==> config.mk <==
export PLATFORM = sky130hd
export DESIGN_NAME = rgbbox_ctrl
export DESIGN_NICKNAME = d
export VERILOG_FILES = /design/src/rtl/core/rgbbox_pkg.sv /design/src/rtl/core/rgbbox_ctrl.sv
export SDC_FILE = /design/constraint.sdc
export NUM_CORES = 1
export LEC_CHECK = 0
export BUFFER_PORTS_ARGS = -buffer_cell sky130_fd_sc_hd__buf_4
export CORE_AREA = 2 2 39 41
export DETAILED_ROUTE_END_ITERATION = 16
export DIE_AREA = 0 0 41 43
export REMOVE_ABC_BUFFERS = 1
export SETUP_SLACK_MARGIN = 0.4
export SLEW_MARGIN = 20
export SYNTH_ARGS = -nofsm -noshare
export SYNTH_HDL_FRONTEND = slang
export SYNTH_SLANG_ARGS = --single-unit
==> constraint.sdc <==
create_clock -name clk_i -period 2.54 [get_ports clk_i]
set_input_delay 0.508 -clock clk_i [delete_from_list [all_inputs] [get_ports clk_i]]
set_output_delay 0.508 -clock clk_i [all_outputs]
set_load 0.01 [all_outputs]
==> src/rtl/core/rgbbox_pkg.sv <==
`timescale 1ns / 1ps

package rgbbox_pkg;

  localparam int unsigned ImageSideMax = 4096;
  localparam int unsigned SideW        = 13;
  localparam int unsigned TermW        = 9;
  localparam int unsigned TallW        = 14;
  localparam int unsigned SumW         = 34;
  localparam int unsigned AreaW        = 26;
  localparam int unsigned QuoW         = 14;
  localparam int unsigned LumaAccW     = 24;
  localparam int unsigned StepW        = 4;

  localparam logic [StepW-1:0] StepsCols = 4'd13;
  localparam logic [StepW-1:0] StepsRows = 4'd12;
  localparam logic [StepW-1:0] StepsAvg  = 4'd8;

  localparam logic [15:0] LumaCoefRed   = 16'd13933;
  localparam logic [15:0] LumaCoefGreen = 16'd46871;
  localparam logic [15:0] LumaCoefBlue  = 16'd4732;

  localparam logic [SideW-1:0] ResetImageCols = 13'd640;
  localparam logic [SideW-1:0] ResetImageRows = 13'd480;
  localparam logic [TermW-1:0] ResetTermCols  = 9'd120;
  localparam logic [TermW-1:0] ResetTermRows  = 9'd30;

  typedef enum logic [1:0] {
    REG_IMAGE_COLS = 2'd0,
    REG_IMAGE_ROWS = 2'd1,
    REG_TERM_COLS  = 2'd2,
    REG_TERM_ROWS  = 2'd3
  } reg_idx_e;

  typedef enum logic [2:0] {
    DIV_COLS,
    DIV_ROWS,
    DIV_RED,
    DIV_GREEN,
    DIV_BLUE
  } div_sel_e;

  typedef struct packed {
    logic     load;
    logic     div_go;
    div_sel_e div_sel;
    logic     size_set;
    logic     area_set;
    logic     mem_rd;
    logic     update;
    logic     emit;
  } cmd_t;

  typedef struct packed {
    logic frame_start;
    logic close;
    logic div_done;
    logic out_free;
  } sts_t;

endpackage

==> src/rtl/core/rgbbox_ctrl.sv <==
`timescale 1ns / 1ps

module rgbbox_ctrl (
  input  logic              clk_i,
  input  logic              rst_ni,
  input  logic              in_valid_i,
  output logic              in_stall_o,
  input  rgbbox_pkg::sts_t  sts_i,
  output rgbbox_pkg::cmd_t  cmd_o
);

  typedef enum logic [3:0] {
    ST_IDLE,
    ST_COLS_GO,
    ST_COLS_WAIT,
    ST_ROWS_GO,
    ST_ROWS_WAIT,
    ST_SIZE,
    ST_AREA,
    ST_READ,
    ST_UPDATE,
    ST_RED_GO,
    ST_RED_WAIT,
    ST_GREEN_GO,
    ST_GREEN_WAIT,
    ST_BLUE_GO,
    ST_BLUE_WAIT,
    ST_EMIT
  } state_e;

  state_e state_q, state_d;
  logic   ready;

  assign ready      = (state_q == ST_IDLE);
  assign in_stall_o = !ready;

  always_comb begin
    state_d       = state_q;
    cmd_o         = '0;
    cmd_o.div_sel = rgbbox_pkg::DIV_COLS;
    case (state_q)
      ST_IDLE: begin
        cmd_o.load = in_valid_i;
        if (in_valid_i) begin
          state_d = sts_i.frame_start ? ST_COLS_GO : ST_READ;
        end
      end
      ST_COLS_GO: begin
        cmd_o.div_go  = 1'b1;
        cmd_o.div_sel = rgbbox_pkg::DIV_COLS;
        state_d       = ST_COLS_WAIT;
      end
      ST_COLS_WAIT: begin
        if (sts_i.div_done) begin
          state_d = ST_ROWS_GO;
        end
      end
      ST_ROWS_GO: begin
        cmd_o.div_go  = 1'b1;
        cmd_o.div_sel = rgbbox_pkg::DIV_ROWS;
        state_d       = ST_ROWS_WAIT;
      end
      ST_ROWS_WAIT: begin
        if (sts_i.div_done) begin
          state_d = ST_SIZE;
        end
      end
      ST_SIZE: begin
        cmd_o.size_set = 1'b1;
        state_d        = ST_AREA;
      end
      ST_AREA: begin
        cmd_o.area_set = 1'b1;
        state_d        = ST_READ;
      end
      ST_READ: begin
        cmd_o.mem_rd = 1'b1;
        state_d      = ST_UPDATE;
      end
      ST_UPDATE: begin
        cmd_o.update = 1'b1;
        state_d      = sts_i.close ? ST_RED_GO : ST_IDLE;
      end
      ST_RED_GO: begin
        cmd_o.div_go  = 1'b1;
        cmd_o.div_sel = rgbbox_pkg::DIV_RED;
        state_d       = ST_RED_WAIT;
      end
      ST_RED_WAIT: begin
        if (sts_i.div_done) begin
          state_d = ST_GREEN_GO;
        end
      end
      ST_GREEN_GO: begin
        cmd_o.div_go  = 1'b1;
        cmd_o.div_sel = rgbbox_pkg::DIV_GREEN;
        state_d       = ST_GREEN_WAIT;
      end
      ST_GREEN_WAIT: begin
        if (sts_i.div_done) begin
          state_d = ST_BLUE_GO;
        end
      end
      ST_BLUE_GO: begin
        cmd_o.div_go  = 1'b1;
        cmd_o.div_sel = rgbbox_pkg::DIV_BLUE;
        state_d       = ST_BLUE_WAIT;
      end
      ST_BLUE_WAIT: begin
        if (sts_i.div_done) begin
          state_d = ST_EMIT;
        end
      end
      ST_EMIT: begin
        if (sts_i.out_free) begin
          cmd_o.emit = 1'b1;
          state_d    = ST_IDLE;
        end
      end
      default: begin
        state_d = ST_IDLE;
      end
    endcase
  end

  always_ff @(posedge clk_i or negedge rst_ni) begin
    if (!rst_ni) begin
      state_q <= ST_IDLE;
    end else begin
      state_q <= state_d;
    end
  end

endmodule

After elaboration in Yosys (flattened, before gate mapping):

Cells that the tools add are included.

* word-level logic and storage cells: 44
* register bits after elaboration: 4
* output and inout port bits: 11
* input port bits: 7

* multiplexer cells: 18
* reductions and logical operators: 3
* eq/ne operators: 22

Operator list (count)
* case mux 4 bit (16 select lines): 1
* equality test 4 bit (second input constant): 8
* two-way mux 4 bit: 8
* case mux 4 bit (5 select lines): 1
* equality test 4 x 3 -> 1 bit (second input constant): 4
* != test 2 bit (second input constant): 7
* equality test 4 x 2 -> 1 bit (second input constant): 2
* two-way mux 1 bit: 7
* AND reduction 7 bit: 1
* equality test 4 x 1 -> 1 bit (second input constant): 1
* zero test 4 bit: 1
* two-way mux 3 bit: 1
* zero test 1 bit: 1

Depth between registers and ports, before layout:

Gate-level depths: netlist of run 1.

* word-level depth: 3
* depth in mapped cells: 4
* mapped depth without buffers: 3

Worst setup path after synthesis of run 1:

No wires, ideal clock.

* path kind: flip-flop to output port
* start: reg state_q[3]
* end: out cmd_o[9] (netlist name)
* path buffers: 1
* arrival time: 1.134 ns
* required time: 2.032 ns
* cell stages (with the launch flop): 4
* slack: 0.898 ns
* cell sequence: dfrtp_1 > buf_6 > or4_4 > nor2_1

RTL lines
* from (decl): line rgbbox_ctrl.sv:31 `state_e state_q, state_d;`
* from (signal assigned): line rgbbox_ctrl.sv:130 `state_q <= state_d;`
* to (decl): line rgbbox_ctrl.sv:9 `output rgbbox_pkg::cmd_t cmd_o`

==> results.json, run 1 <==
{
  "status": "completed",
  "path_buf_inv": 1,
  "die_w_um": 41,
  "period_share": 0.8045,
  "synthToLayoutAreaGrowth_pct": 40.14,
  "tns_ns": 0,
  "synth_warnings": 0,
  "power_density_nw_per_um2": 1138,
  "drc": 0,
  "dp_hpwl_um": 630.1,
  "period_minus_slack_ns": 2.044,
  "fmax_mhz": 489.4,
  "slew_headroom": 0.7468,
  "cts.sinks": 4,
  "syn_area_sq_um": 361.6,
  "clkPwrFrac": 0.130,
  "syn_inst": 48,
  "placementRows": 14,
  "synth_edf_count": 0,
  "wl_um": 824,
  "ys_top_cells_by_count": "nor2_1, a21oi_1, dfrtp_1, nand2b_1",
  "hold_violations": 0,
  "core-area_sq_um": 1384,
  "final_util": 0.3662,
  "startpoint_type": "flip-flop",
  "p_switching_w": 0.0002543,
  "synth_top_area_frac": 0.2768,
  "num_antenna_cells": 0,
  "setup-violations-final": 0,
  "drt_iter0_drc": 7,
  "yosysMostFrequentCell": "nor2_1",
  "postCtsSetupBuffers": 0,
  "antenna_found_initial": 0,
  "synth_area_leaders": "dfrtp_1, nor2_1, nand2b_1, a21oi_1, o31a_1",
  "netSwitchingFraction": 0.4410,
  "r2r_setup_slack_ns": 1.15,
  "post_cts_resized": 0,
  "arrival_ns": 1.54,
  "synthArstFlopShare": 1.000,
  "largest_reg_flops": 4,
  "ant_nets": 0,
  "cts_buffers": 3,
  "fin_nets": 73,
  "pwr-share-seq": 0.340,
  "muxShareOfSynthArea": 0.02768,
  "ctsLongestPathBuffers": 2,
  "rsz0062_at_grt": "no",
  "pwr-share-comb": 0.529,
  "synth.largest_area_cell": "dfrtp_1",
  "critical_path_required_ns": 2.03,
  "first_pass_iters": 3,
  "path_cells": "or4_4 -> nor2_1 -> buf_4",
  "h-tree-depth": 1,
  "ys_types": 25,
  "routedWlPerCell_um": 10.30,
  "grt_pass1_wl_mm": 1.324,
  "end_kind": "output pin",
  "grt_overflow_total": 0,
  "cts.reportedPaths.clkPinSlew_ns": 0.04,
  "clockRootBuffer": "clkbuf_4",
  "worst_pin_slew_ns": 0.3798,
  "initial_utilization": 0.2613,
  "grt_use_total": 0.1101,
  "port_buffers": 17,
  "p_leak_nw": 0.2359,
  "peakVddDrop_v": 0.0004866,
  "crit_path_max_fanout": 13,
  "ios": 18,
  "critical_path.top_delay_family": "simple AND/OR/NAND/NOR gates",
  "synth_compound_area_frac": 0.2284,
  "skew_ns": 0.002209,
  "path_class": "reg -> out",
  "regMostFlops": "state_q",
  "final_layout_size_suffix_gt1_frac": 0.3281,
  "reg.largest.list": "state_q: 4 flops",
  "yosysSeqAreaShare": 0.2768,
  "vias_per_cell": 4.675,
  "synth_xor_area_frac": 0,
  "synth-seq-cells": 4,
  "grt_max_degree": 16,
  "synth_top_family_by_area": "simple AND/OR/NAND/NOR gates",
  "synthAdderAreaFrac": 0,
  "avgSynthCellArea_sq_um": 7.533,
  "cp_slowest_cell": "or4_4",
  "max-cap-violations": 0,
  "max_stage_delay_ns": 0.59,
  "synthFlopType": "dfrtp_1",
  "clkLatencyLatePin_ns": 0.23,
  "dieArea_sq_um": 1763,
  "hold_class": "in -> async",
  "slew_violations": 0,
  "cts_hold_buf": 0,
  "vias": 374,
  "yosys.area_share.simple": 0.3668,
  "place.gp.congestion": 0.6456,
  "cts_tree": "built",
  "grt_pass1_vias": 328,
  "p_int_w": 0.0003223,
  "die_h_um": 43
}
## worst paths after layout
kind	depth (start not counted)	startpoint	to
worst min-delay path	1	rst_ni	state_q[1]
max in group asynchronous	1	rst_ni	state_q[0]
min in group clk_i	2	in_valid_i	state_q[2]
worst max register to register	2	state_q[0]	state_q[2]
worst max-delay path	3	state_q[0]	cmd_o[9]
worst min register to register	2	state_q[3]	state_q[3]
## worst reg2reg max path: cells and delay by family, from the launching register on
kind,cells,cell delay (ns)
simple gates,1,0.60
compound gates,1,0.19
flops,1,0.49
## per-layer routing
metal	track usage	vias to the layer above	wire (um)
li1	-	202	-
met1	0.1574	160	363
met2	0.1375	12	374
met3	0.02618	0	86
met4	0.08000	0	0
met5	0	-	0
## logic make-up (layout without fill, tap and decap cells)
family / after synthesis / after routing
compound gates: 12 / 12
flops: 4 / 4
simple gates: 24 / 24
mux: 1 / 1
buf+inv: 7 / 23
## cell usage in the layout (no fill, tap or decap), types with 3 or more instances in the layout
| master | count |
|---|---|
| dfrtp_1 | 4 |
| inv_1 | 3 |
| nand2_1 | 3 |
| clkbuf_4 | 3 |
| nand2b_1 | 4 |
| nor2_1 | 7 |
| buf_4 | 17 |
| a21oi_1 | 4 |
## layout make-up
cell class | instances | area [sq um]
repair buffers | 17 | 127.6
well taps | 16 | 20.02
flip-flops and latches | 4 | 100.1
fillers | 150 | 877.1
clock buffers | 3 | 22.52
multi-input cells | 37 | 225.2
inverters | 3 | 11.26
## per-stage QoR
| step | setup slack, ns | total power (W) | hold WS (ns) | instances | instance area [sq um] |
|---|---|---|---|---|---|
| global route | 0.4030 | 0.0006356 | 0.05868 | 80 | 506.7 |
| CTS | 0.4749 | 0.0005876 | 0.05478 | 80 | 506.7 |
| global placement | 0.7456 | 0.0005059 | 0.3053 | 77 | 484.2 |
| floorplan | 0.7984 | 0.0003750 | 0.2124 | 44 | 336.6 |
| detailed placement | 0.7269 | 0.0005066 | 0.3049 | 77 | 484.2 |
| finish | 0.4965 | 0.0005766 | 0.06475 | 80 | 506.7 |
## power by group through the flow
stage	Sequential (W)	Clock (W)	Combinational, W
global placement	0.000195	0	0.000311
detailed placement	0.000196	0	0.000311
floorplan	0.000171	0	0.000204
CTS	0.000195	0.0000808	0.000311
finish	0.000196	0.0000750	0.000305
global route	0.000212	0.0000826	0.000341
Note: power is estimated with default switching activity, not from simulation.
==> inputs of run 2 (changes only) <==
Clock period 2.54 ns to 2.1 ns, I/O delays scaled along.
==> run 2 against run 1 <==
Global-route usage up 1.2 points. Clock skew about the same. Worst setup slack worse by 0.20 ns. Final area up 13%.
==> results.json, run 2 (synthesized netlist as in run 1, its figures left out) <==
{
  "ctsLongestPathBuffers": 2,
  "rsz0062_at_grt": "yes",
  "crit_path_max_fanout": 3,
  "slew_headroom": 0.8489,
  "dieArea_sq_um": 1763,
  "setup-violations-final": 0,
  "cts_buffers": 3,
  "vias": 415,
  "h-tree-depth": 1,
  "cts.sinks": 4,
  "period_share": 0.8584,
  "num_antenna_cells": 0,
  "final_cell_mix": "buf_4, nor2_1, nand2b_1, a21oi_1",
  "ant_nets": 0,
  "critical_path_required_ns": 1.68,
  "max-cap-violations": 0,
  "initial_utilization": 0.2613,
  "core-area_sq_um": 1384,
  "period_minus_slack_ns": 1.803,
  "grt_pass1_vias": 330,
  "reg.largest.list": "state_q: 4 flops",
  "grt_overflow_total": 0,
  "place_ws_ns": 0.4071,
  "wl_um": 950,
  "routedWlPerCell_um": 11.18,
  "ios": 18,
  "fmax_mhz": 554.7,
  "layout_setup_ws_ns": 0.2974,
  "cts.reportedPaths.clkPinSlew_ns": 0.04,
  "first_pass_iters": 4,
  "place.gp.congestion": 0.6736,
  "met2_wirelength_um": 432,
  "drc": 0,
  "startpoint_type": "flip-flop",
  "slew_violations": 0,
  "netSwitchingFraction": 0.4301,
  "top_layer_used": "met3",
  "pwr-share-seq": 0.195,
  "vias_per_cell": 4.882,
  "regMostFlops": "state_q",
  "final_common_cell": "buf_4",
  "rr_startpoint": "state_q[3]",
  "min_from": "in_valid_i",
  "met1_length_um": 416,
  "fin_nets": 78,
  "antenna_found_initial": 0,
  "power_density_nw_per_um2": 1404,
  "peakVddDrop_v": 0.0006253,
  "tns_ns": 0,
  "path_class": "reg -> out",
  "grt_max_degree": 15,
  "final_layout_size_suffix_gt1_frac": 0.4348,
  "grt_pass1_wl_mm": 1.428,
  "pwr-share-comb": 0.691,
  "hold_class": "in -> reg",
  "clkLatencyLatePin_ns": 0.23,
  "status": "completed",
  "largest_reg_flops": 4,
  "die_h_um": 43,
  "p_leak_nw": 0.2614,
  "hold_violations": 0,
  "worst_pin_slew_ns": 0.2246,
  "p_switching_w": 0.0003451,
  "clockRootBuffer": "clkbuf_4",
  "arrival_ns": 1.38,
  "cts_tree": "built",
  "end_kind": "output pin",
  "clkPwrFrac": 0.114,
  "startpoint": "state_q[0]",
  "die_w_um": 41,
  "port_buffers": 17,
  "drt_iter0_drc": 18,
  "dp_hpwl_um": 673.8,
  "skew_ns": 0.002193,
  "grt_use_total": 0.1221,
  "wl_met3_um": 101,
  "placementRows": 14,
  "p_int_w": 0.0004574,
  "synthToLayoutAreaGrowth_pct": 58.13,
  "final_util": 0.4132
}
==> run 2: changes by cell type in the layout (fill, tap and decap cells not counted), sizes merged <==
cell / delta
buf: +4
dlygate4sd3: +1
==> run 2: stage by stage <==
stage / cells / cell area (sq um) / total power, W / hold WS, ns
CTS: 85 / 551.8 / 0.0007868 / 0.4431
finish: 85 / 571.8 / 0.0008025 / 0.4509
detailed placement: 79 / 499.2 / 0.0006507 / 0.2171
global placement: 79 / 499.2 / 0.0006453 / 0.2173
floorplan: 44 / 336.6 / 0.0004536 / 0.1244
global route: 85 / 571.8 / 0.0008670 / 0.4586
==> run 2: power groups by stage <==
stage	combinational, W	sequential, W	clock, W
final	0.000554	0.000157	0.0000916
after detailed placement	0.000463	0.000188	0
after global routing	0.000602	0.000161	0.000104
after floorplan	0.000247	0.000206	0
after global placement	0.000461	0.000184	0
after CTS	0.000534	0.000154	0.0000987
==> run 2: what timing repair did <==
action,in CTS,in global routing
setup buffers,2,0
hold buffers,1,0
hold endpoints to repair,4,0
setup endpoints to repair,4,5
gates resized for setup,3,4
==> run 2: cell type report <==
class,instances,area (sq um)
inverters,3,11.26
well taps,16,20.02
flip-flops and latches,4,102.6
repair buffers,22,171.4
multi-input cells,37,244.0
fillers,143,812.0
clock buffers,3,22.52
==> run 2: final timing paths <==
check	end	slack, ns	cells after the start
hold / removal	state_q[2]	0.45	2
max in group asynchronous	state_q[3]	1.46	2
setup reg to reg	state_q[2]	0.77	4
hold reg to reg	state_q[2]	0.68	2
min in group asynchronous	state_q[2]	0.52	2
setup / recovery	cmd_o[9]	0.30	3
==> run 2: metal layers <==
layer,GRT usage,up-vias
met4,0.08000,0
met5,0,-
met1,0.1601,186
met2,0.1625,17
met3,0.04188,0
li1,-,212
==> run 2: critical path, stage by stage, from the launching register on <==
cell and delay (ns):
dfrtp_1 0.38, or4_4 0.57, nor2_4 0.09, buf_4 0.11
==> inputs of run 3 (changes only) <==
==> constraint.sdc (replaced) <==
create_clock -name clk_i -period 2.1 [get_ports clk_i]
set_input_delay 0.42 -clock clk_i [delete_from_list [all_inputs] [get_ports clk_i]]
set_output_delay 0.42 -clock clk_i [all_outputs]
set_load 0.05 [all_outputs]
==> run 3 against run 2 <==
Count of clock-buffer cells in the layout did not move. Total power rose by 33%. Clock power about the same. Sequential cell count is the same. Final area increased by 8.5%. Worst hold slack improved by 0.0028 ns. Via count rose by 2.9%. Sequential power is 5% lower. First-iteration DRC count decreased by 61%. Die area unchanged. Largest cell class unchanged.
==> results.json, run 3 (synthesized netlist as in run 1, its figures left out) <==
{
  "final_cell_mix": "buf_4, buf_6, nand2b_1, nor2_1, a21oi_1",
  "place.gp.congestion": 0.6383,
  "clockRootBuffer": "clkbuf_4",
  "antenna_found_initial": 0,
  "dp_hpwl_um": 652.2,
  "startpoint_type": "flip-flop",
  "end_kind": "output pin",
  "die_h_um": 43,
  "largest_reg_flops": 4,
  "path_class": "reg -> out",
  "port_buffers": 17,
  "drt_iter0_drc": 7,
  "grt_pass1_wl_mm": 1.455,
  "fmax_mhz": 545.6,
  "p_int_w": 0.0005162,
  "place_area_sq_um": 506.7,
  "finalInstanceArea_sq_um": 620.6,
  "first_pass_iters": 3,
  "regMostFlops": "state_q",
  "period_share": 0.8728,
  "reg.largest.list": "state_q: 4 flops",
  "fillCellCount": 147,
  "grt_pass1_vias": 378,
  "p_leak_nw": 0.2851,
  "clkLatencyLatePin_ns": 0.23,
  "final_layout_size_suffix_gt1_frac": 0.4795,
  "final_util": 0.4485,
  "slew_violations": 0,
  "skew_ns": 0.00006986,
  "cts_tree": "built",
  "drc": 0,
  "critical_path_required_ns": 1.68,
  "routedWlPerCell_um": 10.90,
  "hold_class": "in -> reg",
  "met2_wirelength_um": 494,
  "ctsLongestPathBuffers": 2,
  "grt_max_degree": 15,
  "dieArea_sq_um": 1763,
  "worst_pin_slew_ns": 0.2365,
  "top_layer_used": "met3",
  "power_density_nw_per_um2": 1714,
  "pwr-share-seq": 0.140,
  "die_w_um": 41,
  "multi_input_area_sq_um": 249.0,
  "wl_um": 970,
  "slew_headroom": 0.8409,
  "max-cap-violations": 0,
  "num_antenna_cells": 0,
  "core-area_sq_um": 1384,
  "period_minus_slack_ns": 1.833,
  "ios": 18,
  "holdWs_ns": 0.4537,
  "vias_per_cell": 4.798,
  "setup-violations-final": 0,
  "peakVddDrop_v": 0.0006752,
  "placementRows": 14,
  "cts.sinks": 4,
  "crit_path_max_fanout": 3,
  "final_common_cell": "buf_4",
  "grt_overflow_total": 0,
  "status": "completed",
  "met1_length_um": 417,
  "clkPwrFrac": 0.086,
  "p_switching_w": 0.0005474,
  "cts_buffers": 3,
  "layout.area.seq_sq_um": 101.3,
  "hold_violations": 0,
  "arrival_ns": 1.41,
  "cts.reportedPaths.clkPinSlew_ns": 0.04,
  "synthToLayoutAreaGrowth_pct": 71.63,
  "wl_met3_um": 58,
  "fin_nets": 82,
  "initial_utilization": 0.2613,
  "h-tree-depth": 1,
  "ant_nets": 0,
  "netSwitchingFraction": 0.5146,
  "vias": 427,
  "pwr-share-comb": 0.774,
  "grt_use_total": 0.1179,
  "rsz0062_at_grt": "yes"
}
[run 3: cell count changes in the layout (fill, tap and decap cells not counted), sizes merged]
cell	previous run	this run
buf	21	25
[run 3: power by group through the flow]
stage	Combinational (W)	Clock, W	Sequential (W)
2_1_floorplan	0.000429	0	0.000206
3_3_place_gp	0.000694	0	0.000156
3_5_place_dp	0.000696	0	0.000157
4_1_cts	0.000784	0.0000971	0.000147
5_1_grt	0.000883	0.000103	0.000153
6_report	0.000823	0.0000917	0.000149
[run 3: metrics by stage]
stage | TNS (ns) | instances | setup WS (ns) | total power [W]
floorplan | -0.9122 | 44 | -0.4865 | 0.0006358
CTS | 0 | 87 | 0.2525 | 0.001028
global placement | 0 | 80 | 0.4536 | 0.0008492
global route | 0 | 89 | 0.2191 | 0.001140
finish | 0 | 89 | 0.2672 | 0.001064
detailed placement | 0 | 80 | 0.4394 | 0.0008530
[run 3: final timing paths]
check	start	end	slack, ns	depth (start not counted)
setup / recovery	state_q[2]	cmd_o[9]	0.27	3
setup reg to reg	state_q[1]	state_q[3]	0.62	6
max in group asynchronous	rst_ni	state_q[3]	1.47	2
hold reg to reg	state_q[0]	state_q[2]	0.66	2
hold / removal	in_valid_i	state_q[2]	0.45	2
min in group asynchronous	rst_ni	state_q[1]	0.52	2
[run 3: what timing repair did]
item                                    4_1_cts  5_1_grt
hold buffers                                  1        0
setup buffers                                 3        2
gates resized for setup                       9        4
pin swaps                                     1        1
endpoints found under the setup margin        8        8
endpoints found under the hold margin         4        0
[run 3: cell type report]
cell class,count,area share
clock buffer,3,0.03629
inverter,3,0.01815
multi-input combinational,37,0.4012
sequential,4,0.1633
tap,16,0.03226
timing repair buffer,26,0.3488
[run 3: routing by layer]
metal  global-route usage  up-vias
met3              0.02094        0
met5                    0        -
met4              0.06000        0
met1               0.1564      195
li1                     -      220
met2               0.1750       12
[run 3: critical path: stages, from the launching register on]
cell and delay [ns]:
dfrtp_1 0.37, or4_4 0.56, nor2_4 0.10, buf_6 0.16
